[src/sv/slab_bitmap_slot_allocator_macros.svh]
// Assertion macros shared by the slab allocator modules.
`ifndef SLAB_BITMAP_SLOT_ALLOCATOR_MACROS_SVH
`define SLAB_BITMAP_SLOT_ALLOCATOR_MACROS_SVH

// Same-cycle implication, checked outside reset.
`define SBSA_ASSERT_SAME(lbl, ante, cons, msg) \
  lbl: assert property (@(posedge clk_i) disable iff (!rst_ni) (ante) |-> (cons)) \
    else $error(msg);

// Next-cycle implication, checked outside reset.
`define SBSA_ASSERT_NEXT(lbl, ante, cons, msg) \
  lbl: assert property (@(posedge clk_i) disable iff (!rst_ni) (ante) |=> (cons)) \
    else $error(msg);

`endif

[src/sv/sbsa_pkg.sv]
// Shared types, constants and functions of the slab bitmap slot allocator.
package sbsa_pkg;

  localparam int SIZE_CLASSES_DEF    = 12;
  localparam int SLABS_PER_CLASS_DEF = 4;
  localparam int SLOTS_PER_SLAB_DEF  = 64;
  localparam int DEFINED_SIZES       = 12;

  localparam int SIZE_W   = 16;
  localparam int CLASS_W  = 4;
  localparam int SLAB_W   = 2;
  localparam int SLOT_W   = 6;
  localparam int BYTES_W  = 9;
  localparam int STATUS_W = 3;

  localparam logic CMD_ALLOC = 1'b0;
  localparam logic CMD_FREE  = 1'b1;

  typedef enum logic [STATUS_W-1:0] {
    ST_OK          = 3'd0,
    ST_NO_SPACE    = 3'd1,
    ST_DOUBLE_FREE = 3'd2,
    ST_BAD_HANDLE  = 3'd3,
    ST_NOT_SMALL   = 3'd4
  } status_e;

  typedef enum logic [1:0] {
    S_IDLE = 2'd0,
    S_EVAL = 2'd1,
    S_DONE = 2'd2
  } state_e;

  // Commands from the controller to the datapath.
  typedef struct packed {
    logic take;
    logic next_slab;
    logic finish;
    logic push;
  } ctl_t;

  // Status from the datapath to the controller.
  typedef struct packed {
    logic pre_reject;
    logic need_next;
    logic out_free;
  } sts_t;

  // Slot size in bytes of a size class.
  function automatic logic [BYTES_W-1:0] class_bytes(input logic [CLASS_W-1:0] cls);
    logic [BYTES_W-1:0] b;
    case (cls)
      4'd0:    b = 9'd16;
      4'd1:    b = 9'd32;
      4'd2:    b = 9'd48;
      4'd3:    b = 9'd64;
      4'd4:    b = 9'd80;
      4'd5:    b = 9'd96;
      4'd6:    b = 9'd112;
      4'd7:    b = 9'd128;
      4'd8:    b = 9'd160;
      4'd9:    b = 9'd192;
      4'd10:   b = 9'd224;
      4'd11:   b = 9'd256;
      default: b = 9'd0;
    endcase
    return b;
  endfunction

  // Smallest class that fits a size of 1 to 256 bytes. Classes step by 16 up
  // to 128 bytes and by 32 above that.
  function automatic logic [CLASS_W-1:0] fit_class(input logic [SIZE_W-1:0] size);
    logic [BYTES_W-1:0] m1;
    logic [CLASS_W-1:0] c;
    m1 = size[BYTES_W-1:0] - 9'd1;
    if (m1[7]) begin
      c = 4'd8 + {2'b00, m1[6:5]};
    end else begin
      c = {1'b0, m1[6:4]};
    end
    return c;
  endfunction

endpackage

[src/sv/slab_bitmap_slot_allocator.sv]
// Rejected requests skip the bitmap; a free reads its slab once, and an allocate reads
// the slabs of its class in turn until one has a clear slot or the last slab is reached.
// Items are handled one at a time: a new one is accepted only after the previous result
// is loaded into the output register. Each scanned slab costs one registered read of the
// bitmap RAM. A new item is taken while the previous result still waits in the output register.
// Reset: all slabs read as empty at once through per-slab valid bits; no clearing pass.
module slab_bitmap_slot_allocator #(
  parameter int SIZE_CLASSES    = sbsa_pkg::SIZE_CLASSES_DEF,
  parameter int SLABS_PER_CLASS = sbsa_pkg::SLABS_PER_CLASS_DEF,
  parameter int SLOTS_PER_SLAB  = sbsa_pkg::SLOTS_PER_SLAB_DEF
) (
  input  logic                           clk_i,
  input  logic                           rst_ni,
  input  logic                           in_valid_i,
  output logic                           in_ready_o,
  input  logic                           cmd_i,
  input  logic [sbsa_pkg::SIZE_W-1:0]    req_size_i,
  input  logic [sbsa_pkg::CLASS_W-1:0]   free_class_i,
  input  logic [sbsa_pkg::SLAB_W-1:0]    free_slab_i,
  input  logic [sbsa_pkg::SLOT_W-1:0]    free_slot_i,
  output logic                           out_valid_o,
  input  logic                           out_ready_i,
  output logic [sbsa_pkg::STATUS_W-1:0]  status_o,
  output logic [sbsa_pkg::CLASS_W-1:0]   got_class_o,
  output logic [sbsa_pkg::SLAB_W-1:0]    got_slab_o,
  output logic [sbsa_pkg::SLOT_W-1:0]    got_slot_o,
  output logic [sbsa_pkg::BYTES_W-1:0]   usable_bytes_o
);

  sbsa_pkg::ctl_t ctl;
  sbsa_pkg::sts_t sts;

  sbsa_ctrl u_ctrl (
    .clk_i      (clk_i),
    .rst_ni     (rst_ni),
    .in_valid_i (in_valid_i),
    .in_ready_o (in_ready_o),
    .sts_i      (sts),
    .ctl_o      (ctl)
  );

  sbsa_dp #(
    .SIZE_CLASSES    (SIZE_CLASSES),
    .SLABS_PER_CLASS (SLABS_PER_CLASS),
    .SLOTS_PER_SLAB  (SLOTS_PER_SLAB)
  ) u_dp (
    .clk_i          (clk_i),
    .rst_ni         (rst_ni),
    .ctl_i          (ctl),
    .sts_o          (sts),
    .cmd_i          (cmd_i),
    .req_size_i     (req_size_i),
    .free_class_i   (free_class_i),
    .free_slab_i    (free_slab_i),
    .free_slot_i    (free_slot_i),
    .out_valid_o    (out_valid_o),
    .out_ready_i    (out_ready_i),
    .status_o       (status_o),
    .got_class_o    (got_class_o),
    .got_slab_o     (got_slab_o),
    .got_slot_o     (got_slot_o),
    .usable_bytes_o (usable_bytes_o)
  );

endmodule

[src/sv/sbsa_ram.sv]
// Generic single-write, single-read RAM with registered read data.
module sbsa_ram #(
  parameter int WIDTH = 64,
  parameter int DEPTH = 48,
  localparam int AW = (DEPTH > 1) ? $clog2(DEPTH) : 1
) (
  input  logic             clk_i,
  input  logic             we_i,
  input  logic [AW-1:0]    waddr_i,
  input  logic [WIDTH-1:0] wdata_i,
  input  logic             re_i,
  input  logic [AW-1:0]    raddr_i,
  output logic [WIDTH-1:0] rdata_o
);

  logic [WIDTH-1:0] mem_q [DEPTH];
  logic [WIDTH-1:0] rdata_q;

  always_ff @(posedge clk_i) begin
    if (we_i) begin
      mem_q[waddr_i] <= wdata_i;
    end
    if (re_i) begin
      rdata_q <= mem_q[raddr_i];
    end
  end

  assign rdata_o = rdata_q;

endmodule

[src/sv/sbsa_dp.sv]
// Datapath: request registers, slab bitmap RAM, slot search and result registers.
`include "slab_bitmap_slot_allocator_macros.svh"

module sbsa_dp #(
  parameter int SIZE_CLASSES    = sbsa_pkg::SIZE_CLASSES_DEF,
  parameter int SLABS_PER_CLASS = sbsa_pkg::SLABS_PER_CLASS_DEF,
  parameter int SLOTS_PER_SLAB  = sbsa_pkg::SLOTS_PER_SLAB_DEF
) (
  input  logic                           clk_i,
  input  logic                           rst_ni,
  input  sbsa_pkg::ctl_t                 ctl_i,
  output sbsa_pkg::sts_t                 sts_o,
  input  logic                           cmd_i,
  input  logic [sbsa_pkg::SIZE_W-1:0]    req_size_i,
  input  logic [sbsa_pkg::CLASS_W-1:0]   free_class_i,
  input  logic [sbsa_pkg::SLAB_W-1:0]    free_slab_i,
  input  logic [sbsa_pkg::SLOT_W-1:0]    free_slot_i,
  output logic                           out_valid_o,
  input  logic                           out_ready_i,
  output logic [sbsa_pkg::STATUS_W-1:0]  status_o,
  output logic [sbsa_pkg::CLASS_W-1:0]   got_class_o,
  output logic [sbsa_pkg::SLAB_W-1:0]    got_slab_o,
  output logic [sbsa_pkg::SLOT_W-1:0]    got_slot_o,
  output logic [sbsa_pkg::BYTES_W-1:0]   usable_bytes_o
);

  localparam int LIVE    = (SIZE_CLASSES < sbsa_pkg::DEFINED_SIZES) ?
                           SIZE_CLASSES : sbsa_pkg::DEFINED_SIZES;
  localparam int DEPTH   = SIZE_CLASSES * SLABS_PER_CLASS;
  localparam int AW      = (DEPTH > 1) ? $clog2(DEPTH) : 1;
  localparam int SIDX_W  = $clog2(SLOTS_PER_SLAB);

  localparam logic [sbsa_pkg::SLAB_W-1:0] LAST_SLAB =
    sbsa_pkg::SLAB_W'(SLABS_PER_CLASS - 1);

  // Request registers.
  logic                          cmd_q;
  logic [sbsa_pkg::CLASS_W-1:0]  cls_q;
  logic [sbsa_pkg::SLAB_W-1:0]   slab_q;
  logic [sbsa_pkg::SLOT_W-1:0]   slot_q;
  logic [AW-1:0]                 addr_q;

  // Result and output registers.
  sbsa_pkg::status_e             res_status_q, res_status_d;
  logic [sbsa_pkg::CLASS_W-1:0]  res_class_q, res_class_d;
  logic [sbsa_pkg::SLAB_W-1:0]   res_slab_q, res_slab_d;
  logic [sbsa_pkg::SLOT_W-1:0]   res_slot_q, res_slot_d;
  logic [sbsa_pkg::BYTES_W-1:0]  res_bytes_q, res_bytes_d;

  logic                          out_valid_q;
  logic [sbsa_pkg::STATUS_W-1:0] out_status_q;
  logic [sbsa_pkg::CLASS_W-1:0]  out_class_q;
  logic [sbsa_pkg::SLAB_W-1:0]   out_slab_q;
  logic [sbsa_pkg::SLOT_W-1:0]   out_slot_q;
  logic [sbsa_pkg::BYTES_W-1:0]  out_bytes_q;

  // A slab whose valid bit is clear has never been written and reads as empty.
  logic [DEPTH-1:0]              vld_q;
  logic                          vld_rd_q;

  logic [sbsa_pkg::CLASS_W-1:0]  in_cls;
  logic                          alloc_bad, free_bad, pre_reject;
  logic [AW-1:0]                 in_addr, rd_addr;
  logic                          rd_en, wr_en;
  logic [SLOTS_PER_SLAB-1:0]     rdata, map_eff, wdata, alloc_mask, free_mask;
  logic                          full, bit_set;
  logic [SIDX_W-1:0]             lz_idx;

  assign in_cls    = sbsa_pkg::fit_class(req_size_i);
  assign alloc_bad = (req_size_i == '0) || (req_size_i > 16'd256) ||
                     ({1'b0, in_cls} >= 5'(LIVE));
  assign free_bad  = ({1'b0, free_class_i} >= 5'(LIVE)) ||
                     ({1'b0, free_slab_i} >= 3'(SLABS_PER_CLASS)) ||
                     ({1'b0, free_slot_i} >= 7'(SLOTS_PER_SLAB));
  assign pre_reject = (cmd_i == sbsa_pkg::CMD_FREE) ? free_bad : alloc_bad;

  always_comb begin
    if (cmd_i == sbsa_pkg::CMD_FREE) begin
      in_addr = AW'(free_class_i * SLABS_PER_CLASS + free_slab_i);
    end else begin
      in_addr = AW'(in_cls * SLABS_PER_CLASS);
    end
  end

  assign rd_en   = (ctl_i.take && !pre_reject) || ctl_i.next_slab;
  assign rd_addr = ctl_i.next_slab ? (addr_q + AW'(1)) : in_addr;

  sbsa_ram #(
    .WIDTH (SLOTS_PER_SLAB),
    .DEPTH (DEPTH)
  ) u_map_ram (
    .clk_i   (clk_i),
    .we_i    (wr_en),
    .waddr_i (addr_q),
    .wdata_i (wdata),
    .re_i    (rd_en),
    .raddr_i (rd_addr),
    .rdata_o (rdata)
  );

  assign map_eff = vld_rd_q ? rdata : '0;
  assign full    = &map_eff;
  assign bit_set = map_eff[slot_q[SIDX_W-1:0]];

  // Lowest clear slot of the slab that was read.
  always_comb begin
    lz_idx = '0;
    for (int i = SLOTS_PER_SLAB - 1; i >= 0; i--) begin
      if (!map_eff[i]) begin
        lz_idx = SIDX_W'(i);
      end
    end
  end

  always_comb begin
    alloc_mask = '0;
    alloc_mask[lz_idx] = 1'b1;
    free_mask = '0;
    free_mask[slot_q[SIDX_W-1:0]] = 1'b1;
  end

  assign wdata = (cmd_q == sbsa_pkg::CMD_FREE) ? (map_eff & ~free_mask)
                                               : (map_eff | alloc_mask);
  assign wr_en = ctl_i.finish &&
                 (((cmd_q == sbsa_pkg::CMD_FREE) && bit_set) ||
                  ((cmd_q == sbsa_pkg::CMD_ALLOC) && !full));

  assign sts_o.pre_reject = pre_reject;
  assign sts_o.need_next  = (cmd_q == sbsa_pkg::CMD_ALLOC) && full && (slab_q != LAST_SLAB);
  assign sts_o.out_free   = !out_valid_q || out_ready_i;

  always_comb begin
    res_status_d = res_status_q;
    res_class_d  = res_class_q;
    res_slab_d   = res_slab_q;
    res_slot_d   = res_slot_q;
    res_bytes_d  = res_bytes_q;
    if (ctl_i.take) begin
      res_status_d = (cmd_i == sbsa_pkg::CMD_FREE) ? sbsa_pkg::ST_BAD_HANDLE
                                                   : sbsa_pkg::ST_NOT_SMALL;
      res_class_d  = '0;
      res_slab_d   = '0;
      res_slot_d   = '0;
      res_bytes_d  = '0;
    end else if (ctl_i.finish) begin
      res_class_d = '0;
      res_slab_d  = '0;
      res_slot_d  = '0;
      res_bytes_d = '0;
      if (cmd_q == sbsa_pkg::CMD_FREE) begin
        res_status_d = bit_set ? sbsa_pkg::ST_OK : sbsa_pkg::ST_DOUBLE_FREE;
      end else if (full) begin
        res_status_d = sbsa_pkg::ST_NO_SPACE;
      end else begin
        res_status_d = sbsa_pkg::ST_OK;
        res_class_d  = cls_q;
        res_slab_d   = slab_q;
        res_slot_d   = sbsa_pkg::SLOT_W'(lz_idx);
        res_bytes_d  = sbsa_pkg::class_bytes(cls_q);
      end
    end
  end

  always_ff @(posedge clk_i) begin
    if (ctl_i.take) begin
      cmd_q  <= cmd_i;
      addr_q <= in_addr;
      if (cmd_i == sbsa_pkg::CMD_FREE) begin
        cls_q  <= free_class_i;
        slab_q <= free_slab_i;
      end else begin
        cls_q  <= in_cls;
        slab_q <= '0;
      end
      slot_q <= free_slot_i;
    end else if (ctl_i.next_slab) begin
      addr_q <= addr_q + AW'(1);
      slab_q <= slab_q + sbsa_pkg::SLAB_W'(1);
    end
    res_status_q <= res_status_d;
    res_class_q  <= res_class_d;
    res_slab_q   <= res_slab_d;
    res_slot_q   <= res_slot_d;
    res_bytes_q  <= res_bytes_d;
    if (ctl_i.push) begin
      out_status_q <= res_status_q;
      out_class_q  <= res_class_q;
      out_slab_q   <= res_slab_q;
      out_slot_q   <= res_slot_q;
      out_bytes_q  <= res_bytes_q;
    end
  end

  always_ff @(posedge clk_i or negedge rst_ni) begin
    if (!rst_ni) begin
      vld_q       <= '0;
      vld_rd_q    <= 1'b0;
      out_valid_q <= 1'b0;
    end else begin
      if (wr_en) begin
        vld_q[addr_q] <= 1'b1;
      end
      if (rd_en) begin
        vld_rd_q <= vld_q[rd_addr];
      end
      if (ctl_i.push) begin
        out_valid_q <= 1'b1;
      end else if (out_ready_i) begin
        out_valid_q <= 1'b0;
      end
    end
  end

  assign out_valid_o    = out_valid_q;
  assign status_o       = out_status_q;
  assign got_class_o    = out_class_q;
  assign got_slab_o     = out_slab_q;
  assign got_slot_o     = out_slot_q;
  assign usable_bytes_o = out_bytes_q;

  `SBSA_ASSERT_SAME(a_no_rw_collide, wr_en && rd_en, addr_q != rd_addr,
                    "bitmap read and write hit the same slab in one cycle")
  `SBSA_ASSERT_NEXT(a_alloc_sets_valid, wr_en, vld_q[$past(addr_q)],
                    "written slab is not marked valid")

endmodule

[src/sv/sbsa_ctrl.sv]
// Controller: sequences acceptance, slab scan, result capture and output load.
`include "slab_bitmap_slot_allocator_macros.svh"

module sbsa_ctrl (
  input  logic            clk_i,
  input  logic            rst_ni,
  input  logic            in_valid_i,
  output logic            in_ready_o,
  input  sbsa_pkg::sts_t  sts_i,
  output sbsa_pkg::ctl_t  ctl_o
);

  sbsa_pkg::state_e state_q, state_d;

  always_ff @(posedge clk_i or negedge rst_ni) begin
    if (!rst_ni) begin
      state_q <= sbsa_pkg::S_IDLE;
    end else begin
      state_q <= state_d;
    end
  end

  always_comb begin
    state_d    = state_q;
    in_ready_o = 1'b0;
    ctl_o      = '0;
    unique case (state_q)
      sbsa_pkg::S_IDLE: begin
        in_ready_o = 1'b1;
        if (in_valid_i) begin
          ctl_o.take = 1'b1;
          // Rejected requests skip the bitmap entirely.
          state_d = sts_i.pre_reject ? sbsa_pkg::S_DONE : sbsa_pkg::S_EVAL;
        end
      end
      sbsa_pkg::S_EVAL: begin
        if (sts_i.need_next) begin
          ctl_o.next_slab = 1'b1;
        end else begin
          ctl_o.finish = 1'b1;
          state_d      = sbsa_pkg::S_DONE;
        end
      end
      sbsa_pkg::S_DONE: begin
        if (sts_i.out_free) begin
          ctl_o.push = 1'b1;
          state_d    = sbsa_pkg::S_IDLE;
        end
      end
      default: begin
        state_d = sbsa_pkg::S_IDLE;
      end
    endcase
  end

  `SBSA_ASSERT_SAME(a_push_needs_room, ctl_o.push, sts_i.out_free,
                    "result loaded while the output register is still occupied")
  `SBSA_ASSERT_NEXT(a_reject_skips_scan, ctl_o.take && sts_i.pre_reject,
                    state_q == sbsa_pkg::S_DONE,
                    "rejected request entered the slab scan")

endmodule
[config.mk]
export PLATFORM = sky130hd
export DESIGN_NAME = slab_bitmap_slot_allocator
export DESIGN_NICKNAME = d
export VERILOG_FILES = /design/src/sv/sbsa_pkg.sv /design/src/sv/slab_bitmap_slot_allocator.sv /design/src/sv/sbsa_ram.sv /design/src/sv/sbsa_dp.sv /design/src/sv/sbsa_ctrl.sv
export VERILOG_INCLUDE_DIRS = /design/src /design/src/sv
export SDC_FILE = /design/constraint.sdc
export NUM_CORES = 2
export LEC_CHECK = 0
export BUFFER_PORTS_ARGS = -buffer_cell sky130_fd_sc_hd__buf_2
export CORE_AREA = 5 5 487 489
export CTS_CLUSTER_DIAMETER = 150
export CTS_CLUSTER_SIZE = 14
export DETAILED_ROUTE_END_ITERATION = 10
export DIE_AREA = 0 0 492 494
export PLACE_DENSITY = 0.7
export SKIP_CTS_REPAIR_TIMING = 1
export SLEW_MARGIN = 10
export SYNTH_ARGS = -nofsm -noshare
export SYNTH_HDL_FRONTEND = slang
export SYNTH_HIERARCHICAL = 1
export SYNTH_SLANG_ARGS = --single-unit
[constraint.sdc]
create_clock -name clk_i -period 21.5 [get_ports clk_i]
set_input_delay 4.3 -clock clk_i [delete_from_list [all_inputs] [get_ports clk_i]]
set_output_delay 4.3 -clock clk_i [all_outputs]
set_load 0.03 [all_outputs]
==> flow_summary.toml <==
[timing]
worst_pin_slew_ns = 1.154
fin_tns_setup_ns = 0
setup_viol = 0
fin_skew_ns = 0.05058
hold_viol_final = 0
min_period_over_period = 0.4545
period_minus_slack_ns = 9.773
relSlewSlack = 0.2304
rsz0062_at_grt = "no"
clock.fmax_mhz = 102.3
maxSlewViolCount = 0

[detailed_routing]
wl_per_cell_um = 37.65
top_layer = "met5"
drtPass1Iterations = 5
viasPerCell = 7.087
met2_length_um = 166000
vias = 66500
met3_wirelength_um = 42050
wl_met1_um = 127800
detail-route-antenna-nets = 0
drcViolationCount = 0
first_iter_violations = 10470
drt-total-wl_um = 353300

[global_route]
grt_max_degree = 125
grt.total_usage = 0.2892
grt_pass1_wl_um = 496800
grt_pass1_vias = 65187
antenna_found_initial = 9
grt-ovfl-total = 0

[clock_network]
cts_max_level = 5
tritoncts = "yes"
clk_latency_ns = 0.94
clock-sinks = 3252
numCtsBuffers = 282
clockBufferDepth = 4
clk_pin_slew_worst_paths_ns = 0.07
root_buffer = "clkbuf_16"

[hold_path]
hold_class = "register to register"

[synth]
yosysUniqueCellTypes = 83
synthesis.instances = 6082
syn_area_sq_um = 127200
synth_seq_cells = 3252
yosys_warnings = 6
synth_area_leader_cell = "edfxtp_1"
synth-edff-count = 3178
avgSynthCellArea_sq_um = 20.92
yosys_most_used_dff = "edfxtp_1"
yosysTopAreaCellShare = 0.7500
synth_area_leaders = "edfxtp_1, mux4_2, mux2i_1"
synth_seq_area_share = 0.7637
async_flop_share = 0.01599

[critical_path]
slowest_stage = "buf_4"
cp.arrival_ns = 10.43
crit_type = "register to register"
cp_max_fo = 95
cpPeakStageDelay_ns = 0.85
cp_cell_sequence = "buf_4 -> nand3_1 -> nor4_1 -> nand2_1 -> or3_1 -> or3_1 -> nor2_1 -> and3b_2 -> inv_1 -> o21ai_4 -> buf_4 -> buf_12 -> buf_12 -> buf_4 -> mux4_2 -> or3_1 -> o21ai_0 -> a221oi_1 -> a22o_1"
worst_ep_required_time_ns = 22.16
cp-end-kind = "register"
cp-start-kind = "register"
crit_family = "buffers and inverters"
regToRegSetupSlack_ns = 11.73
cp.buffers_inverters = 6

[cells_and_area]
fin_area_sq_um = 139400
layout.nets = 6336
fin_cells = 9384
syn_to_final_growth_pct = 9.568
fillCellCount = 15841
drive_above_1_share = 0.2305

[placement]
io_buffers = 54
gp_congestion = 0.9546
place_area_sq_um = 132000
placed_cells = 9058
hpwl_um = 188600

[die]
dieArea_sq_um = 243000
core_area_sq_um = 231900
num_rows = 177
die_x_um = 492
io_pins = 59
start_util = 0.5488
die_h_um = 494

[power]
power.total_mw = 13.18
p_per_area_nw_per_um2 = 94.54
peakVddDrop_mv = 0.08340
total_leakage_power_nw = 43.68

[flow_run]
cap_viol_max_count = 0

[status]
status = "complete, no violations"
==> cell type report <==
class                      instances  area (sq um)  area share
clock buffer                     319          7345     0.05268
inverter                          40         163.9    0.001176
timing repair buffer             292          2170     0.01556
antenna                            3         7.507  0.00005384
sequential                      3252         97170      0.6970
multi-input combinational       2432         28730      0.2060
tap                             3043          3807     0.02731
clock inverter                     3         28.78   0.0002064
==> kinds of logic (layout without fill, tap and decap cells) <==
| family | count (synthesis) | after routing | share of synthesized area |
|---|---|---|---|
| buffers and inverters | 401 | 654 | 0.01635 |
| adders and majority gates | 3 | 3 | 0.0002950 |
| other | 1 | 7 | 0.00002947 |
| xor gates and xnor gates | 7 | 7 | 0.0004818 |
| AOI/OAI and AO/OA | 832 | 832 | 0.04512 |
| DFF | 3252 | 3252 | 0.7637 |
| muxes | 1057 | 1057 | 0.1523 |
| and+or+nand+nor | 529 | 529 | 0.02172 |
==> synthesized netlist by cell type (20+ instances only) <==
library cell and instances:
nand3_1 72, nor2_1 109, buf_2 76, nand2_1 117, a22o_1 26, dfrtp_1 52, o22ai_1 119, o211ai_1 96
a22oi_1 72, a21oi_1 111, buf_4 47, or3_1 40, dfxtp_1 22, clkbuf_1 170, nor2b_1 20, buf_6 38
o31ai_1 39, nand4_1 23, and2_1 40, buf_1 27, nand2b_1 30, a211o_1 38, edfxtp_1 3178, mux2i_1 340
o221ai_1 43, o21ai_0 134, inv_1 40, mux4_2 701
==> through the flow <==
stage | hold slack, ns | util | setup slack, ns
finish | 0.4203 | 0.6013 | 11.73
global route | 0.4255 | 0.6013 | 10.96
detailed placement | 0.4045 | 0.5694 | 11.45
CTS | 0.4197 | 0.6012 | 11.78
global placement | 0.4100 | 0.5694 | 11.65
floorplan | 0.4003 | - | 13.95
==> registers in the layout, indices dropped and copies added (netlist names), 3 cells and up, named ones only <==
register / count
u_dp/u_map_ram/mem_q: 3072
u_dp/u_map_ram/rdata_o: 64
u_dp/vld_q: 48
u_dp/addr_q: 6
u_dp/got_slot_o: 6
u_dp/res_slot_q: 6
u_dp/slot_q: 6
u_dp/res_bytes_q: 5
u_dp/usable_bytes_o: 5
u_dp/cls_q: 4
u_dp/got_class_o: 4
u_dp/res_class_q: 4
u_dp/res_status_q: 3
u_dp/status_o: 3
==> per-layer routing <==
metal | up-vias | GRT usage
met5 | - | 0
met4 | 4 | 0.1224
met3 | 943 | 0.06023
met2 | 4601 | 0.4519
met1 | 35021 | 0.4034
li1 | 25931 | -
==> power by group <==
group / leakage (nW) / switching (mW) / total [mW] / internal, mW
registers: 29.9 / 0.0748 / 7.47 / 7.39
clock network: 3.61 / 2.07 / 4.46 / 2.39
logic: 10.2 / 0.899 / 1.25 / 0.350
total: 43.7 / 3.05 / 13.2 / 10.1
==> cells in the final DEF (no fill, tap or decap), drive strengths merged, types with 17 or more instances in the layout <==
master     n
clkbuf   319
a41o      18
nand3     72
dfrtp     52
buf      292
nand2b    30
nand4     23
a22oi     72
dfxtp     22
o211ai    96
o221ai    43
a211o     38
nor2b     20
mux4     702
a31o      18
edfxtp  3178
inv       42
and2      40
nor3      20
o21ai    147
or3       40
o31ai     39
mux2i    340
a21oi    111
o22ai    119
a22o      26
a21o      17
nand2    118
nor2     109
==> worst reg2reg max path, stage by stage, from the launching register on <==
cell	delay (ns)
dfrtp_2	0.81
buf_4	0.65
nand3_1	0.23
nor4_1	0.46
nand2_1	0.18
or3_1	0.49
or3_1	0.50
nor2_1	0.24
and3b_2	0.39
inv_1	0.19
o21ai_4	0.77
buf_4	0.72
buf_12	0.53
buf_12	0.92
buf_4	0.96
mux4_2	0.62
or3_1	0.31
o21ai_0	0.19
a221oi_1	0.13
a22o_1	0.20
==> path summary, 6_finish.rpt <==
check                                            endpoint  cells after the start                  from
worst max-delay path            u_dp/u_map_ram/rdata_o[3]                     19         u_dp/vld_rd_q
min in group asynchronous                  u_dp/vld_q[38]                      2                rst_ni
max in group asynchronous                   u_dp/vld_rd_q                      2                rst_ni
worst min-delay path                     u_dp/status_o[2]                      0  u_dp/res_status_q[2]
worst min register to register           u_dp/status_o[2]                      0  u_dp/res_status_q[2]
worst max register to register  u_dp/u_map_ram/rdata_o[3]                     19         u_dp/vld_rd_q
(Power assumes the default switching activity.)
